--- src/rtl/mfd_pkg.sv ---
// ----------------------------------------------------------------------------
// mfd_pkg
// Shared types and constants of the max-flow block: field widths, datapath
// operation codes and the status word returned to the controller.
// ----------------------------------------------------------------------------
package mfd_pkg;

	localparam int VERT_W = 3;
	localparam int CAP_W  = 16;
	localparam int FLOW_W = 19;

	localparam logic KIND_LOAD    = 1'b0;
	localparam logic KIND_COMPUTE = 1'b1;

	typedef enum logic [4:0] {
		OP_NONE,
		OP_CLEAR,
		OP_LOAD,
		OP_START,
		OP_COPY_RD,
		OP_COPY_WR,
		OP_SEARCH_INIT,
		OP_SCAN_SETUP,
		OP_SCAN_RD,
		OP_SCAN_EVAL,
		OP_POP,
		OP_WALK_INIT,
		OP_WALK_RD,
		OP_WALK_EVAL,
		OP_AUG_INIT,
		OP_AUG_RD_F,
		OP_AUG_WR_F,
		OP_AUG_RD_B,
		OP_AUG_WR_B,
		OP_ADD_FLOW,
		OP_EMIT
	} dp_op_t;

	typedef struct packed {
		logic cnt_last;
		logic bad_vertex;
		logic v_end;
		logic hit;
		logic hit_dst;
		logic last_pop;
		logic at_src;
	} dp_stat_t;

	typedef struct packed {
		logic [VERT_W-1:0] row;
		logic [VERT_W-1:0] col;
		logic [CAP_W-1:0]  capacity;
		logic [VERT_W-1:0] source;
		logic [VERT_W-1:0] sink;
	} req_data_t;

endpackage

--- src/rtl/mfd_req_if.sv ---
// ----------------------------------------------------------------------------
// mfd_req_if
// Request channel: load and compute items with valid/ready handshake.
// ----------------------------------------------------------------------------
interface mfd_req_if;
	logic        valid;
	logic        ready;
	logic        kind;
	logic [2:0]  row;
	logic [2:0]  col;
	logic [15:0] capacity;
	logic [2:0]  source;
	logic [2:0]  sink;

	modport source_mp (output valid, kind, row, col, capacity, source, sink, input ready);
	modport sink_mp (input valid, kind, row, col, capacity, source, sink, output ready);
endinterface

--- src/rtl/mfd_rsp_if.sv ---
// ----------------------------------------------------------------------------
// mfd_rsp_if
// Response channel: total flow with valid/ready handshake.
// ----------------------------------------------------------------------------
interface mfd_rsp_if;
	logic        valid;
	logic        ready;
	logic [18:0] flow_sum;

	modport source_mp (output valid, flow_sum, input ready);
	modport sink_mp (input valid, flow_sum, output ready);
endinterface

--- src/rtl/mfd_ram.sv ---
// ----------------------------------------------------------------------------
// mfd_ram
// Generic simple dual-port RAM: one write port, one read port, registered read.
// ----------------------------------------------------------------------------
module mfd_ram #(
	parameter int WIDTH = 16,
	parameter int DEPTH = 64
) (
	input  logic                     clk,
	input  logic                     we,
	input  logic [$clog2(DEPTH)-1:0] waddr,
	input  logic [WIDTH-1:0]         wdata,
	input  logic [$clog2(DEPTH)-1:0] raddr,
	output logic [WIDTH-1:0]         rdata
);
	logic [WIDTH-1:0] mem_q [DEPTH];

	always_ff @(posedge clk) begin
		if (we) begin
			mem_q[waddr] <= wdata;
		end
		rdata <= mem_q[raddr];
	end
endmodule

--- src/rtl/mfd_dp.sv ---
// ----------------------------------------------------------------------------
// mfd_dp
// Datapath: capacity and residual memories, search stack, visited marks,
// parent links, path minimum and flow accumulator. Executes one operation
// code from the controller per cycle and reports status back.
// ----------------------------------------------------------------------------
module mfd_dp #(
	parameter int NODES    = 8,
	parameter int CAP_BITS = 16
) (
	input  logic                      clk,
	input  logic                      arst_n,
	input  mfd_pkg::dp_op_t           op,
	input  mfd_pkg::req_data_t        req_data,
	output mfd_pkg::dp_stat_t         stat,
	output logic [mfd_pkg::FLOW_W-1:0] flow_sum
);
	import mfd_pkg::*;

	localparam int IDX_W  = (NODES > 1) ? $clog2(NODES) : 1;
	localparam int DEP_W  = $clog2(NODES + 1);
	localparam int ENTRY  = NODES * NODES;
	localparam int ADDR_W = $clog2(ENTRY);
	localparam int RES_W  = CAP_BITS + 1;

	logic [ADDR_W-1:0] cnt_q;
	logic [IDX_W-1:0]  src_q;
	logic [IDX_W-1:0]  dst_q;
	logic              bad_q;
	logic              vis_q [NODES];
	logic [IDX_W-1:0]  par_q [NODES];
	logic [IDX_W-1:0]  stk_v_q [NODES];
	logic [IDX_W:0]    stk_r_q [NODES];
	logic [DEP_W-1:0]  depth_q;
	logic [IDX_W:0]    v_q;
	logic [IDX_W-1:0]  walk_q;
	logic [RES_W-1:0]  amt_q;
	logic [FLOW_W-1:0] flow_q;
	logic [FLOW_W-1:0] out_q;

	logic              cap_we;
	logic [ADDR_W-1:0] cap_waddr;
	logic [CAP_BITS-1:0] cap_wdata;
	logic [CAP_BITS-1:0] cap_rdata;
	logic              res_we;
	logic [ADDR_W-1:0] res_waddr;
	logic [RES_W-1:0]  res_wdata;
	logic [ADDR_W-1:0] res_raddr;
	logic [RES_W-1:0]  res_rdata;

	logic [IDX_W-1:0]  top_idx;
	logic [IDX_W-1:0]  top_u;
	logic [IDX_W-1:0]  v_idx;
	logic [IDX_W-1:0]  par_w;
	logic              load_ok;

	function automatic logic [ADDR_W-1:0] addr_of(input logic [IDX_W-1:0] u,
			input logic [IDX_W-1:0] v);
		return ADDR_W'(int'(u) * NODES + int'(v));
	endfunction

	assign top_idx = IDX_W'(depth_q - 1'b1);
	assign top_u   = stk_v_q[top_idx];
	assign v_idx   = v_q[IDX_W-1:0];
	assign par_w   = par_q[walk_q];
	assign load_ok = (int'(req_data.row) < NODES) && (int'(req_data.col) < NODES);

	mfd_ram #(.WIDTH(CAP_BITS), .DEPTH(ENTRY)) u_cap_ram (
		.clk   (clk),
		.we    (cap_we),
		.waddr (cap_waddr),
		.wdata (cap_wdata),
		.raddr (cnt_q),
		.rdata (cap_rdata)
	);

	mfd_ram #(.WIDTH(RES_W), .DEPTH(ENTRY)) u_res_ram (
		.clk   (clk),
		.we    (res_we),
		.waddr (res_waddr),
		.wdata (res_wdata),
		.raddr (res_raddr),
		.rdata (res_rdata)
	);

	always_comb begin
		cap_we    = 1'b0;
		cap_waddr = cnt_q;
		cap_wdata = '0;
		res_we    = 1'b0;
		res_waddr = cnt_q;
		res_wdata = RES_W'(cap_rdata);
		res_raddr = '0;
		case (op)
			OP_CLEAR: begin
				cap_we = 1'b1;
			end
			OP_LOAD: begin
				cap_we    = load_ok;
				cap_waddr = ADDR_W'(int'(req_data.row) * NODES + int'(req_data.col));
				cap_wdata = CAP_BITS'(req_data.capacity);
			end
			OP_COPY_WR: begin
				res_we = 1'b1;
			end
			OP_SCAN_RD: begin
				res_raddr = addr_of(top_u, v_idx);
			end
			OP_WALK_RD, OP_AUG_RD_F: begin
				res_raddr = addr_of(par_w, walk_q);
			end
			OP_AUG_RD_B: begin
				res_raddr = addr_of(walk_q, par_w);
			end
			OP_AUG_WR_F: begin
				res_we    = 1'b1;
				res_waddr = addr_of(par_w, walk_q);
				res_wdata = res_rdata - amt_q;
			end
			OP_AUG_WR_B: begin
				res_we    = 1'b1;
				res_waddr = addr_of(walk_q, par_w);
				res_wdata = res_rdata + amt_q;
			end
			default: begin
			end
		endcase
	end

	always_comb begin
		stat.cnt_last   = (cnt_q == ADDR_W'(ENTRY - 1));
		stat.bad_vertex = bad_q;
		stat.v_end      = (v_q == (IDX_W + 1)'(NODES));
		stat.hit        = !vis_q[v_idx] && (res_rdata != '0);
		stat.hit_dst    = (v_idx == dst_q);
		stat.last_pop   = (depth_q == DEP_W'(1));
		stat.at_src     = (walk_q == src_q);
	end

	// Control counters and visited marks come out of reset cleared.
	always_ff @(posedge clk or negedge arst_n) begin
		if (!arst_n) begin
			cnt_q   <= '0;
			depth_q <= '0;
			flow_q  <= '0;
			out_q   <= '0;
			bad_q   <= 1'b0;
			for (int i = 0; i < NODES; i++) begin
				vis_q[i] <= 1'b0;
			end
		end else begin
			case (op)
				OP_CLEAR, OP_COPY_WR: begin
					cnt_q <= cnt_q + 1'b1;
				end
				OP_START: begin
					cnt_q  <= '0;
					flow_q <= '0;
					bad_q  <= !((int'(req_data.source) < NODES) &&
						(int'(req_data.sink) < NODES));
				end
				OP_SEARCH_INIT: begin
					for (int i = 0; i < NODES; i++) begin
						vis_q[i] <= (IDX_W'(i) == src_q);
					end
					depth_q <= DEP_W'(1);
				end
				OP_SCAN_EVAL: begin
					if (stat.hit && !stat.hit_dst) begin
						vis_q[v_idx] <= 1'b1;
						depth_q      <= depth_q + 1'b1;
					end
				end
				OP_POP: begin
					depth_q <= depth_q - 1'b1;
				end
				OP_ADD_FLOW: begin
					flow_q <= flow_q + FLOW_W'(amt_q);
				end
				OP_EMIT: begin
					out_q <= flow_q;
				end
				default: begin
				end
			endcase
		end
	end

	always_ff @(posedge clk) begin
		case (op)
			OP_START: begin
				src_q <= IDX_W'(req_data.source);
				dst_q <= IDX_W'(req_data.sink);
			end
			OP_SEARCH_INIT: begin
				stk_v_q[0] <= src_q;
				stk_r_q[0] <= '0;
			end
			OP_SCAN_SETUP: begin
				v_q <= stk_r_q[top_idx];
			end
			OP_SCAN_EVAL: begin
				if (stat.hit) begin
					par_q[v_idx] <= top_u;
					if (!stat.hit_dst) begin
						stk_r_q[top_idx]        <= v_q + 1'b1;
						stk_v_q[IDX_W'(depth_q)] <= v_idx;
						stk_r_q[IDX_W'(depth_q)] <= '0;
					end
				end else begin
					v_q <= v_q + 1'b1;
				end
			end
			OP_WALK_INIT: begin
				walk_q <= dst_q;
				amt_q  <= '1;
			end
			OP_WALK_EVAL: begin
				if (res_rdata < amt_q) begin
					amt_q <= res_rdata;
				end
				walk_q <= par_w;
			end
			OP_AUG_INIT: begin
				walk_q <= dst_q;
			end
			OP_AUG_WR_B: begin
				walk_q <= par_w;
			end
			default: begin
			end
		endcase
	end

	assign flow_sum = out_q;
endmodule

--- src/rtl/mfd_ctrl.sv ---
// ----------------------------------------------------------------------------
// mfd_ctrl
// Controller: sequences the clearing pass, loads, the residual copy, the
// depth-first search, the path minimum walk and the augment walk.
// ----------------------------------------------------------------------------
module mfd_ctrl (
	input  logic              clk,
	input  logic              arst_n,
	input  logic              req_valid,
	output logic              req_ready,
	input  logic              req_kind,
	output logic              rsp_valid,
	input  logic              rsp_ready,
	input  mfd_pkg::dp_stat_t stat,
	output mfd_pkg::dp_op_t   op
);
	import mfd_pkg::*;

	typedef enum logic [4:0] {
		ST_CLEAR,
		ST_IDLE,
		ST_COPY_RD,
		ST_COPY_WR,
		ST_SEARCH,
		ST_SETUP,
		ST_CHECK,
		ST_SCAN_RD,
		ST_SCAN_EVAL,
		ST_POP,
		ST_WALK_INIT,
		ST_WALK_CHECK,
		ST_WALK_RD,
		ST_WALK_EVAL,
		ST_AUG_INIT,
		ST_AUG_CHECK,
		ST_AUG_RD_F,
		ST_AUG_WR_F,
		ST_AUG_RD_B,
		ST_AUG_WR_B,
		ST_FINISH
	} state_t;

	state_t state_q;
	state_t state_d;
	logic   rsp_valid_q;
	logic   accept;
	logic   emit;

	assign req_ready = (state_q == ST_IDLE);
	assign accept    = req_valid && req_ready;
	assign rsp_valid = rsp_valid_q;
	// The result register is free when it is empty or is being read out.
	assign emit      = (state_q == ST_FINISH) && (!rsp_valid_q || rsp_ready);

	always_comb begin
		state_d = state_q;
		op      = OP_NONE;
		case (state_q)
			ST_CLEAR: begin
				op = OP_CLEAR;
				if (stat.cnt_last) state_d = ST_IDLE;
			end
			ST_IDLE: begin
				if (accept) begin
					if (req_kind == KIND_COMPUTE) begin
						op      = OP_START;
						state_d = ST_COPY_RD;
					end else begin
						op = OP_LOAD;
					end
				end
			end
			ST_COPY_RD: begin
				op      = OP_COPY_RD;
				state_d = ST_COPY_WR;
			end
			ST_COPY_WR: begin
				op = OP_COPY_WR;
				if (!stat.cnt_last) state_d = ST_COPY_RD;
				else if (stat.bad_vertex) state_d = ST_FINISH;
				else state_d = ST_SEARCH;
			end
			ST_SEARCH: begin
				op      = OP_SEARCH_INIT;
				state_d = ST_SETUP;
			end
			ST_SETUP: begin
				op      = OP_SCAN_SETUP;
				state_d = ST_CHECK;
			end
			ST_CHECK: begin
				state_d = stat.v_end ? ST_POP : ST_SCAN_RD;
			end
			ST_SCAN_RD: begin
				op      = OP_SCAN_RD;
				state_d = ST_SCAN_EVAL;
			end
			ST_SCAN_EVAL: begin
				op = OP_SCAN_EVAL;
				if (stat.hit && stat.hit_dst) state_d = ST_WALK_INIT;
				else if (stat.hit) state_d = ST_SETUP;
				else state_d = ST_CHECK;
			end
			ST_POP: begin
				op      = OP_POP;
				state_d = stat.last_pop ? ST_FINISH : ST_SETUP;
			end
			ST_WALK_INIT: begin
				op      = OP_WALK_INIT;
				state_d = ST_WALK_CHECK;
			end
			ST_WALK_CHECK: begin
				state_d = stat.at_src ? ST_AUG_INIT : ST_WALK_RD;
			end
			ST_WALK_RD: begin
				op      = OP_WALK_RD;
				state_d = ST_WALK_EVAL;
			end
			ST_WALK_EVAL: begin
				op      = OP_WALK_EVAL;
				state_d = ST_WALK_CHECK;
			end
			ST_AUG_INIT: begin
				op      = OP_AUG_INIT;
				state_d = ST_AUG_CHECK;
			end
			ST_AUG_CHECK: begin
				if (stat.at_src) begin
					op      = OP_ADD_FLOW;
					state_d = ST_SEARCH;
				end else begin
					state_d = ST_AUG_RD_F;
				end
			end
			ST_AUG_RD_F: begin
				op      = OP_AUG_RD_F;
				state_d = ST_AUG_WR_F;
			end
			ST_AUG_WR_F: begin
				op      = OP_AUG_WR_F;
				state_d = ST_AUG_RD_B;
			end
			ST_AUG_RD_B: begin
				op      = OP_AUG_RD_B;
				state_d = ST_AUG_WR_B;
			end
			ST_AUG_WR_B: begin
				op      = OP_AUG_WR_B;
				state_d = ST_AUG_CHECK;
			end
			ST_FINISH: begin
				if (emit) begin
					op      = OP_EMIT;
					state_d = ST_IDLE;
				end
			end
			default: begin
				state_d = ST_IDLE;
			end
		endcase
	end

	always_ff @(posedge clk or negedge arst_n) begin
		if (!arst_n) begin
			state_q     <= ST_CLEAR;
			rsp_valid_q <= 1'b0;
		end else begin
			state_q <= state_d;
			if (emit) begin
				rsp_valid_q <= 1'b1;
			end else if (rsp_ready) begin
				rsp_valid_q <= 1'b0;
			end
		end
	end
endmodule

--- src/rtl/max_flow_dfs_augment.sv ---
// ----------------------------------------------------------------------------
// max_flow_dfs_augment
// Ford-Fulkerson maximum flow with depth-first augmenting paths over a
// loaded capacity matrix.
//
//   Channel  Dir  Payload                                  Transaction
//   req      in   kind, row, col, capacity, source, sink   load or compute
//   rsp      out  flow_sum                                 one per compute
//
// A compute checks source and sink, copies the capacity matrix into the
// residual memory and, unless a vertex is out of range, repeats a depth-first
// search from the source, a minimum walk along the parent links from the sink
// and an augment walk until no path is found. The search tests the neighbors
// of the stack top in order, pushes on a hit and pops when none are left.
// After reset the capacity memory is zeroed; req is not ready until then. req
// is ready only while the controller is idle; a finished compute waits in its
// last state while the previous result is still held on rsp.
// ----------------------------------------------------------------------------
module max_flow_dfs_augment #(
	parameter int NODES    = 8,
	parameter int CAP_BITS = 16
) (
	input logic      clk,
	input logic      arst_n,
	mfd_req_if.sink_mp   req,
	mfd_rsp_if.source_mp rsp
);
	import mfd_pkg::*;

	dp_op_t    op;
	dp_stat_t  stat;
	req_data_t req_data;

	assign req_data.row      = req.row;
	assign req_data.col      = req.col;
	assign req_data.capacity = req.capacity;
	assign req_data.source   = req.source;
	assign req_data.sink     = req.sink;

	mfd_ctrl u_ctrl (
		.clk       (clk),
		.arst_n    (arst_n),
		.req_valid (req.valid),
		.req_ready (req.ready),
		.req_kind  (req.kind),
		.rsp_valid (rsp.valid),
		.rsp_ready (rsp.ready),
		.stat      (stat),
		.op        (op)
	);

	mfd_dp #(.NODES(NODES), .CAP_BITS(CAP_BITS)) u_dp (
		.clk      (clk),
		.arst_n   (arst_n),
		.op       (op),
		.req_data (req_data),
		.stat     (stat),
		.flow_sum (rsp.flow_sum)
	);
endmodule

--- src/flat_wrapper.sv ---
// flat-port wrapper written by rule: the top's interface ports become plain ports
module max_flow_dfs_augment_flat import mfd_pkg::*;
#(
	parameter int NODES    = 8,
	parameter int CAP_BITS = 16
)
  (clk, arst_n, req_valid, req_kind, req_row, req_col, req_capacity, req_source, req_sink, req_ready, rsp_valid, rsp_flow_sum, rsp_ready);
  mfd_req_if req_i ();
  mfd_rsp_if rsp_i ();
  input logic clk;
  input logic arst_n;
  input wire logic [$bits(req_i.valid)-1:0] req_valid;
  input wire logic [$bits(req_i.kind)-1:0] req_kind;
  input wire logic [$bits(req_i.row)-1:0] req_row;
  input wire logic [$bits(req_i.col)-1:0] req_col;
  input wire logic [$bits(req_i.capacity)-1:0] req_capacity;
  input wire logic [$bits(req_i.source)-1:0] req_source;
  input wire logic [$bits(req_i.sink)-1:0] req_sink;
  output wire logic [$bits(req_i.ready)-1:0] req_ready;
  output wire logic [$bits(rsp_i.valid)-1:0] rsp_valid;
  output wire logic [$bits(rsp_i.flow_sum)-1:0] rsp_flow_sum;
  input wire logic [$bits(rsp_i.ready)-1:0] rsp_ready;
  assign req_i.valid = req_valid;
  assign req_i.kind = req_kind;
  assign req_i.row = req_row;
  assign req_i.col = req_col;
  assign req_i.capacity = req_capacity;
  assign req_i.source = req_source;
  assign req_i.sink = req_sink;
  assign req_ready = req_i.ready;
  assign rsp_valid = rsp_i.valid;
  assign rsp_flow_sum = rsp_i.flow_sum;
  assign rsp_i.ready = rsp_ready;
  max_flow_dfs_augment #(.NODES(NODES), .CAP_BITS(CAP_BITS)) u_core (.clk(clk), .arst_n(arst_n), .req(req_i), .rsp(rsp_i));
endmodule
--- config.mk ---
export PLATFORM = sky130hd
export DESIGN_NAME = max_flow_dfs_augment_flat
export DESIGN_NICKNAME = d
export VERILOG_FILES = /design/src/rtl/mfd_pkg.sv /design/src/rtl/mfd_req_if.sv /design/src/rtl/mfd_rsp_if.sv /design/src/rtl/mfd_ram.sv /design/src/rtl/mfd_dp.sv /design/src/rtl/mfd_ctrl.sv /design/src/rtl/max_flow_dfs_augment.sv /design/src/flat_wrapper.sv
export SDC_FILE = /design/constraint.sdc
export NUM_CORES = 2
export LEC_CHECK = 0
export ABC_AREA = 1
export BUFFER_PORTS_ARGS = -buffer_cell sky130_fd_sc_hd__buf_2
export CAP_MARGIN = 25
export CORE_UTILIZATION = 45
export CTS_BUF_LIST = sky130_fd_sc_hd__clkbuf_8 sky130_fd_sc_hd__clkbuf_16
export DETAILED_ROUTE_END_ITERATION = 8
export GPL_TIMING_DRIVEN = 0
export PLACE_DENSITY = 0.6
export RECOVER_POWER = 25
export REMOVE_ABC_BUFFERS = 1
export SLEW_MARGIN = 15
export SYNTH_ARGS = -nofsm -noshare
export SYNTH_HDL_FRONTEND = slang
export SYNTH_SLANG_ARGS = --single-unit
--- constraint.sdc ---
create_clock -name clk -period 13.85 [get_ports clk]
set_input_delay 0.6925 -clock clk [delete_from_list [all_inputs] [get_ports clk]]
set_output_delay 0.6925 -clock clk [all_outputs]
set_load 0.05 [all_outputs]
**After elaboration in Yosys (flattened, before gate mapping)**

Memories as Yosys holds them, arrays and structs flattened. A register that Yosys moved wholly into a read port is not among the register bits.
Index checks and enable logic that the tools add are counted.

- Bits in registers: 92
- Output and inout port bits: 21
- Bits in read-only memories: 0
- Bits of input ports: 33
- Latch bits: 0
- Bits in writable memories: 2,192
- Memories kept: 5
- Word-level logic and storage cells: 196

Memory list:

| name | depth | width | read ports | clocked after Yosys merged registers in | wr ports | RTL line | RTL |
|---|---|---|---|---|---|---|---|
| u_core.u_dp.u_res_ram.mem_q | 64 | 17 | 1 | 1 | 1 | mfd_ram.sv:16 | `logic [WIDTH-1:0] mem_q [DEPTH];` |
| u_core.u_dp.u_cap_ram.mem_q | 64 | 16 | 1 | 1 | 1 | mfd_ram.sv:16 |  |
| u_core.u_dp.stk_r_q | 8 | 4 | 1 | 0 | 2 | mfd_dp.sv:33 | `logic [IDX_W:0] stk_r_q [NODES];` |
| u_core.u_dp.par_q | 8 | 3 | 1 | 1 | 1 | mfd_dp.sv:31 | `logic [IDX_W-1:0] par_q [NODES];` |
| u_core.u_dp.stk_v_q | 8 | 3 | 1 | 0 | 1 | mfd_dp.sv:32 | `logic [IDX_W-1:0] stk_v_q [NODES];` |

- Div/mod/pow operators: 0
- Add/sub/neg operators: 11
- Equal/unequal tests: 58
- Order comparisons: 3
- Reduce and logical (&&, ||, !) cells: 36
- Bitwise gates (word level): 2
- Shift operators: 0
- Multipliers: 0
- Mux-type cells: 62

Operators by type and width:

| kind | count |
|---|---|
| one-hot mux 5 bit (19 select lines) | 2 |
| == test 5 x 4 -> 1 bit, second input constant | 16 |
| one-hot mux 17 bit (2 select lines) | 2 |
| == test 5 bit, second input constant | 10 |
| 2-to-1 mux 5 bit | 8 |
| one-hot mux 19 bit (2 select lines) | 1 |
| == test 5 x 3 -> 1 bit, second input constant | 7 |
| adder 6 x 3 -> 6 bit | 4 |
| one-hot mux 6 bit (2 select lines) | 2 |
| 2-to-1 mux 1 bit | 23 |
| == test 5 x 2 -> 1 bit, second input constant | 4 |
| 2-to-1 mux 4 bit | 5 |
| adder 19 x 17 -> 19 bit | 1 |
| one-hot mux 6 bit (3 select lines) | 1 |
| adder 17 bit | 1 |
| less-than comparator 17 bit | 1 |
| 2-to-1 mux 17 bit | 1 |
| nonzero test 17 bit | 1 |
| subtractor 17 bit | 1 |
| 2-to-1 mux 16 bit | 1 |
| one-hot mux 8 bit (2 select lines) | 1 |
| 2-to-1 mux 3 bit | 5 |
| nonzero test 2 bit | 7 |
| OR reduction 2 bit | 7 |
| 35 further kinds | 60 |

**Longest topological paths before layout**

- Depth in word-level cells: 11
- Gate-level depth with buffers: 20

**By module**

A second synthesis with hierarchy kept.

- Cell total of the unflattened synthesis: 8,865
- Area, all modules: 98,470.7 um^2

Modules (own cells, without submodules):

| module | seq. area each (um^2) | times used | area an instance (um^2) | cells each |
|---|---|---|---|---|
| mfd_ram at u_core.u_dp.u_res_ram | 33,011.7 | 1 | 44,445.1 | 3,731 |
| mfd_ram at u_core.u_dp.u_cap_ram | 31,069.8 | 1 | 42,099.1 | 3,517 |
| mfd_dp | 4,444.3 | 1 | 11,106.9 | 1,472 |
| mfd_ctrl | 150.1 | 1 | 819.5 | 145 |

**Worst setup path after synthesis**

No wires, ideal clock.

- Kind: register -> register
- Start point: reg u_core.u_dp.amt_q[0]
- End point: mem u_core.u_dp.u_res_ram.mem_q[0][6] (netlist name) (data pin)
- Setup time: 1,008 ps
- Slack: 6,986 ps
- Arrival: 5,855 ps
- Path buffers: 0
- Stages on the path, launching flop included: 12
- Period minus slack after synthesis: 6,864 ps
- Cells stage by stage: edfxtp_1 ha_1 inv_1 fa_1 inv_1 o31ai_1 inv_1 nor2_1 nor2_1 nor2_1 nor3_1 o311ai_0

- Cells in the longest elaborated chain, start to end: 2

Ends and longest elaborated chain:

| what | RTL line | RTL |
|---|---|---|
| from (decl) | mfd_dp.sv:37 | `logic [RES_W-1:0] amt_q;` |
| from (signal assigned) | mfd_dp.sv:220 | `amt_q <= res_rdata;` |
| adder 17 bit or subtractor 17 bit (tied branches) | mfd_dp.sv:123, mfd_dp.sv:118 |  |
| one-hot mux 17 bit (2 select lines) (*) | mfd_dp.sv:94 | `case (op)` |
| named net u_core.u_dp.res_wdata[6] | mfd_dp.sv:47 | `logic [RES_W-1:0] res_wdata;` |
| to (decl) | mfd_ram.sv:16 |  |

The timed path passes the listed nets; every way through them passes the cells marked *.

**Final worst setup path**

- Start point: reg u_core.u_dp.cnt_q[0]
- End point: mem u_core.u_dp.u_cap_ram.mem_q[86][3] (netlist: u_core.u_dp.u_cap_ram.mem_q[43][3]) (enable)

- Cells in the longest elaborated chain, start to end: 1

Ends and longest elaborated chain:

| what | RTL line | RTL |
|---|---|---|
| from (decl) | mfd_dp.sv:26 | `logic [ADDR_W-1:0] cnt_q;` |
| from (signal assigned) | mfd_dp.sv:154 | `cnt_q <= cnt_q + 1'b1;` |
| 2-to-1 mux 6 bit | mfd_dp.sv:94 |  |
| to (decl) | mfd_ram.sv:16 |  |

Every way passes these cells.

==> reports/summary.txt <==
=====================================================================================
Worst hold path type ................................................... input port to flop
CP dominant cell by count .............................................. sky130_fd_sc_hd__buf_16
Vertical die dimension .................................................       475 um
Total buffers and inverters traversed by the critical path .............            5
Number of library cell types mapped by synthesis .......................           52
Syn avg cell area ......................................................    11.0 um^2
DP HPWL ................................................................    179000 um
P per Cell Area ........................................................  195 nW/um^2
Setup-violating endpoint count in the final report .....................            0
Post-CTS setup buffer count ............................................            0
Root Driver ............................................................ sky130_fd_sc_hd__clkbuf_16
Routed wirelength normalized by instance count .........................      23.3 um
Outcome ................................................................ complete, but fails checks
Layout area overhead ...................................................        14.0%
Wire length of the first global-routing pass ...........................    425000 um
Via Count ..............................................................        70.9k
Share of final-layout standard cells stronger than drive strength 1 ....        8.48%
P_leak .................................................................      43.3 nW
CTS max path bufs ......................................................            3
Accumulated negative setup slack .......................................         0 ns
Overall routing resource usage .........................................        25.0%
Post-detailed-route DRC marker count ...................................            0
Final setup slack of the worst path ....................................      4.56 ns
CTS H-Tree Depth .......................................................            4
Maximum vdd ir drop ....................................................   0.000175 V
Antenna Diode Count ....................................................            0
Post-DR vias/cell ......................................................         5.75
Proportion of synthesized chip area in sequential cells ................        68.1%
Worst endpoint data arrival time .......................................      9.88 ns
Number of iterations in the first detailed-routing pass ................            6
Top fanout value on the critical path ..................................          140
Post-synthesis async set-or-reset flop share ...........................        2.67%
Crit path capture type .................................................         flop
Initial antenna violation count ........................................            6
Fin crit share .........................................................        67.1%
Area of the core region ................................................  223000 um^2
Number of top-level design ports .......................................           54
Worst stage delay on the critical path .................................      3.71 ns
Die Wd .................................................................       475 um
Via count of the first global-routing pass .............................        66.8k
Most common cell after layout, fill and taps aside ..................... sky130_fd_sc_hd__edfxtp_1
RSZ-0062 raised after global routing ...................................        false
Final non-filler cell area .............................................  115000 um^2
Instance count of the mapped netlist ...................................         9206
Relative max-transition margin .........................................        -232%
Worst-path cell chain .................................................. buf_16 > clkinvlp_2 > buf_16 > buf_16 > nand2_1 > nand2_2 > nor2_8 > nand2_2 > nor2_2 > buf_8
Crit path launch type ..................................................         flop
Remaining global-route overflow ........................................            0
Clock sink total .......................................................         2320
Clock-pin slew of the registers on the worst-case setup and hold paths .      0.06 ns
Synthesized flop and latch total .......................................         2320
Largest net degree at the start of global routing ......................          141
Failing checks ......................................................... capacitance limit, slew limit
Critical Setup Path Class .............................................. flop to flop
Buffers on Ports .......................................................           53
Final max-slew violation count .........................................          595
Synth Cell Area ........................................................  101000 um^2
Final hold violation count .............................................            0
Total Nets Final .......................................................         9256
Max Clock Freq .........................................................    0.108 GHz
Die footprint ..........................................................  226000 um^2
WL final ...............................................................    287000 um
Starting utilization of the core area ..................................        45.3%
Worst clock skew .......................................................    0.0361 ns
Total CTS buffers ......................................................          228
Clock latency reported for the late side of the worst-skew pair ........      0.88 ns
Util after Layout ......................................................        51.6%
Maxcap violations ......................................................           19
Critical path required time ............................................     14.44 ns
Post-placement cell area ...............................................  108000 um^2
Fillers ................................................................        19.3k
Leading cell types in the layout, fill and taps excluded ............... sky130_fd_sc_hd__edfxtp_1, sky130_fd_sc_hd__inv_1, sky130_fd_sc_hd__nand3_1, sky130_fd_sc_hd__nand2_1, sky130_fd_sc_hd__nor2_1
Gpl congestion .........................................................        0.858
Core Rows ..............................................................          173
Top_reg_cell synth ..................................................... sky130_fd_sc_hd__edfxtp_1
Actual slew at the worst max-slew pin ..................................      4.95 ns
Slowest stage cell on the critical path ................................ sky130_fd_sc_hd__clkinvlp_2
Worst setup timing slack at the placement stage ........................      7.46 ns
Violation count after the first detailed-route iteration ...............         7361
Resized cells post-CTS .................................................            0
Antenna-violating nets left ............................................            0
CTS tree ...............................................................          yes
Cell type group with the largest total delay on the critical path ...... buffers and inverters
Count of yosys warnings during synthesis ...............................            0
Number of flops mapped to enable cells by yosys ........................         2190
Time the worst path needs with I/O delays and setup ....................      9.29 ns
=====================================================================================
[metal layers]
layer  global-route usage [%]  routed length (um)
met1                     33.6              117000
met2                     40.8              138000
met3                     3.26               20900
met4                     10.4               11800
met5                        0                  13
[area by class of cell]
type                    count  area [um^2]  share of cell area [%]
clock buffers             238         5880                    5.11
clock inverters           190         1420                    1.23
inverters                1297         4900                    4.26
multi-input cells        4979        25600                    22.3
flip-flops and latches   2320        68700                    59.8
well taps                2975         3720                    3.24
repair buffers            338         4740                    4.13
[cell usage after synthesis (5+ instances only)]
library cell	n	share of area (%)
sky130_fd_sc_hd__edfxtp_1	2190	65
sky130_fd_sc_hd__inv_1	1283	4.8
sky130_fd_sc_hd__nand3_1	1189	5.9
sky130_fd_sc_hd__nand2_1	985	3.7
sky130_fd_sc_hd__nor2_1	852	3.2
sky130_fd_sc_hd__o21ai_0	704	3.5
sky130_fd_sc_hd__nand4_1	577	3.6
sky130_fd_sc_hd__clkbuf_1	461	1.7
sky130_fd_sc_hd__o22ai_1	189	1.2
sky130_fd_sc_hd__a21oi_1	110	0.55
sky130_fd_sc_hd__buf_1	109	0.41
sky130_fd_sc_hd__o221ai_1	101	0.88
sky130_fd_sc_hd__dfxtp_1	68	1.4
sky130_fd_sc_hd__dfrtp_1	62	1.5
sky130_fd_sc_hd__ha_1	56	0.69
sky130_fd_sc_hd__o211ai_1	49	0.36
sky130_fd_sc_hd__buf_2	39	0.19
sky130_fd_sc_hd__nor3_1	23	0.11
sky130_fd_sc_hd__nand2_2	16	0.099
sky130_fd_sc_hd__nor4_1	14	0.087
sky130_fd_sc_hd__inv_2	13	0.048
sky130_fd_sc_hd__or2_2	13	0.081
sky130_fd_sc_hd__a31oi_1	11	0.068
sky130_fd_sc_hd__nand3_2	9	0.089
sky130_fd_sc_hd__xnor2_1	9	0.078
sky130_fd_sc_hd__xor2_1	9	0.078
sky130_fd_sc_hd__nor2_2	7	0.043
sky130_fd_sc_hd__a211oi_1	6	0.045
sky130_fd_sc_hd__o311ai_0	5	0.043
[worst register-to-register path, delay by kind of cell (launching register included)]
family / cells / cell delay [ns]
buffers and inverters: 5 / 6.06
AND/OR/NAND/NOR: 5 / 1.54
flip-flops: 1 / 1.40
[state kept, by name, indices dropped and copies added, names as in the netlist, named ones only]
signal and count:
u_core.u_dp.depth_q 4, u_core.u_dp.u_res_ram.rdata 17, u_core.u_ctrl.rsp_valid 1, u_core.u_dp.u_cap_ram.rdata 16, u_core.u_dp.walk_q 3, u_core.u_dp.flow_sum 19
u_core.u_dp.flow_q 19, u_core.u_dp.vis_q 8, u_core.u_dp.src_q 3, u_core.u_dp.par_q 24, u_core.u_dp.dst_q 3, u_core.u_dp.u_res_ram.mem_q 1088
u_core.u_dp.cnt_q 6, u_core.u_dp.u_cap_ram.mem_q 1024, u_core.u_ctrl.state_q 5, u_core.u_dp.v_q 4, u_core.u_dp.stk_v_q 24, u_core.u_dp.stk_r_q 32
u_core.u_dp.amt_q 17
[worst paths after layout]
check / cells past startpoint / to / start / slack [ns]
worst max-delay path: 10 / u_core.u_dp.u_cap_ram.mem_q[43][3]$_DFFE_PP_ / u_core.u_dp.cnt_q[0]$_DFFE_PN0P_ / 4.56
worst min-delay path: 3 / u_core.u_dp.u_cap_ram.mem_q[56][15]$_DFFE_PP_ / req_capacity[15] / 0.29
worst max register to register: 10 / u_core.u_dp.u_cap_ram.mem_q[43][3]$_DFFE_PP_ / u_core.u_dp.cnt_q[0]$_DFFE_PN0P_ / 4.56
worst min register to register: 2 / u_core.u_dp.stk_r_q[7][3]$_SDFFE_PP0P_ / u_core.u_dp.stk_r_q[7][3]$_SDFFE_PP0P_ / 0.47
max in group asynchronous: 3 / u_core.u_dp.cnt_q[2]$_DFFE_PN0P_ / arst_n / 9.91
min in group asynchronous: 2 / u_core.u_dp.flow_sum[7]$_DFFE_PN0N_ / arst_n / 0.49
[kinds of logic (layout without fill, tap and decap cells)]
group	Yosys count	count (layout)	share of synthesized area [%]
AND/OR/NAND/NOR	3692	3692	16.9
flip-flops	2320	2320	68.1
buffers and inverters	1907	2063	7.15
AO/OA/AOI/OAI	1209	1209	6.88
adder cells (fa/ha/maj)	59	59	0.754
XOR/XNOR	19	19	0.184
[report_power, final]
| part | leakage, nW | switching (mW) | internal (mW) |
|---|---|---|---|
| Clock | 3.82 | 2.67 | 3.37 |
| Sequential | 21.3 | 0.314 | 9.02 |
| Combinational | 18.1 | 5.22 | 1.80 |
[stage by stage]
stage / total power, mW / cells / hold WS [ns]
floorplan: 13.4 / 8596 / 0.397
global placement: 16.4 / 11600 / 0.458
detailed placement: 16.6 / 11900 / 0.461
CTS: 22.6 / 12300 / 0.182
global route: 23.3 / 12300 / 0.263
finish: 22.4 / 12300 / 0.286
[repair_timing]
item | 4_1_cts | 5_1_grt
endpoints found under the hold margin | 69 | 0
hold buffers | 8 | 0
endpoints found under the setup margin | 0 | 0
Note: power is estimated with default switching activity, not from simulation.
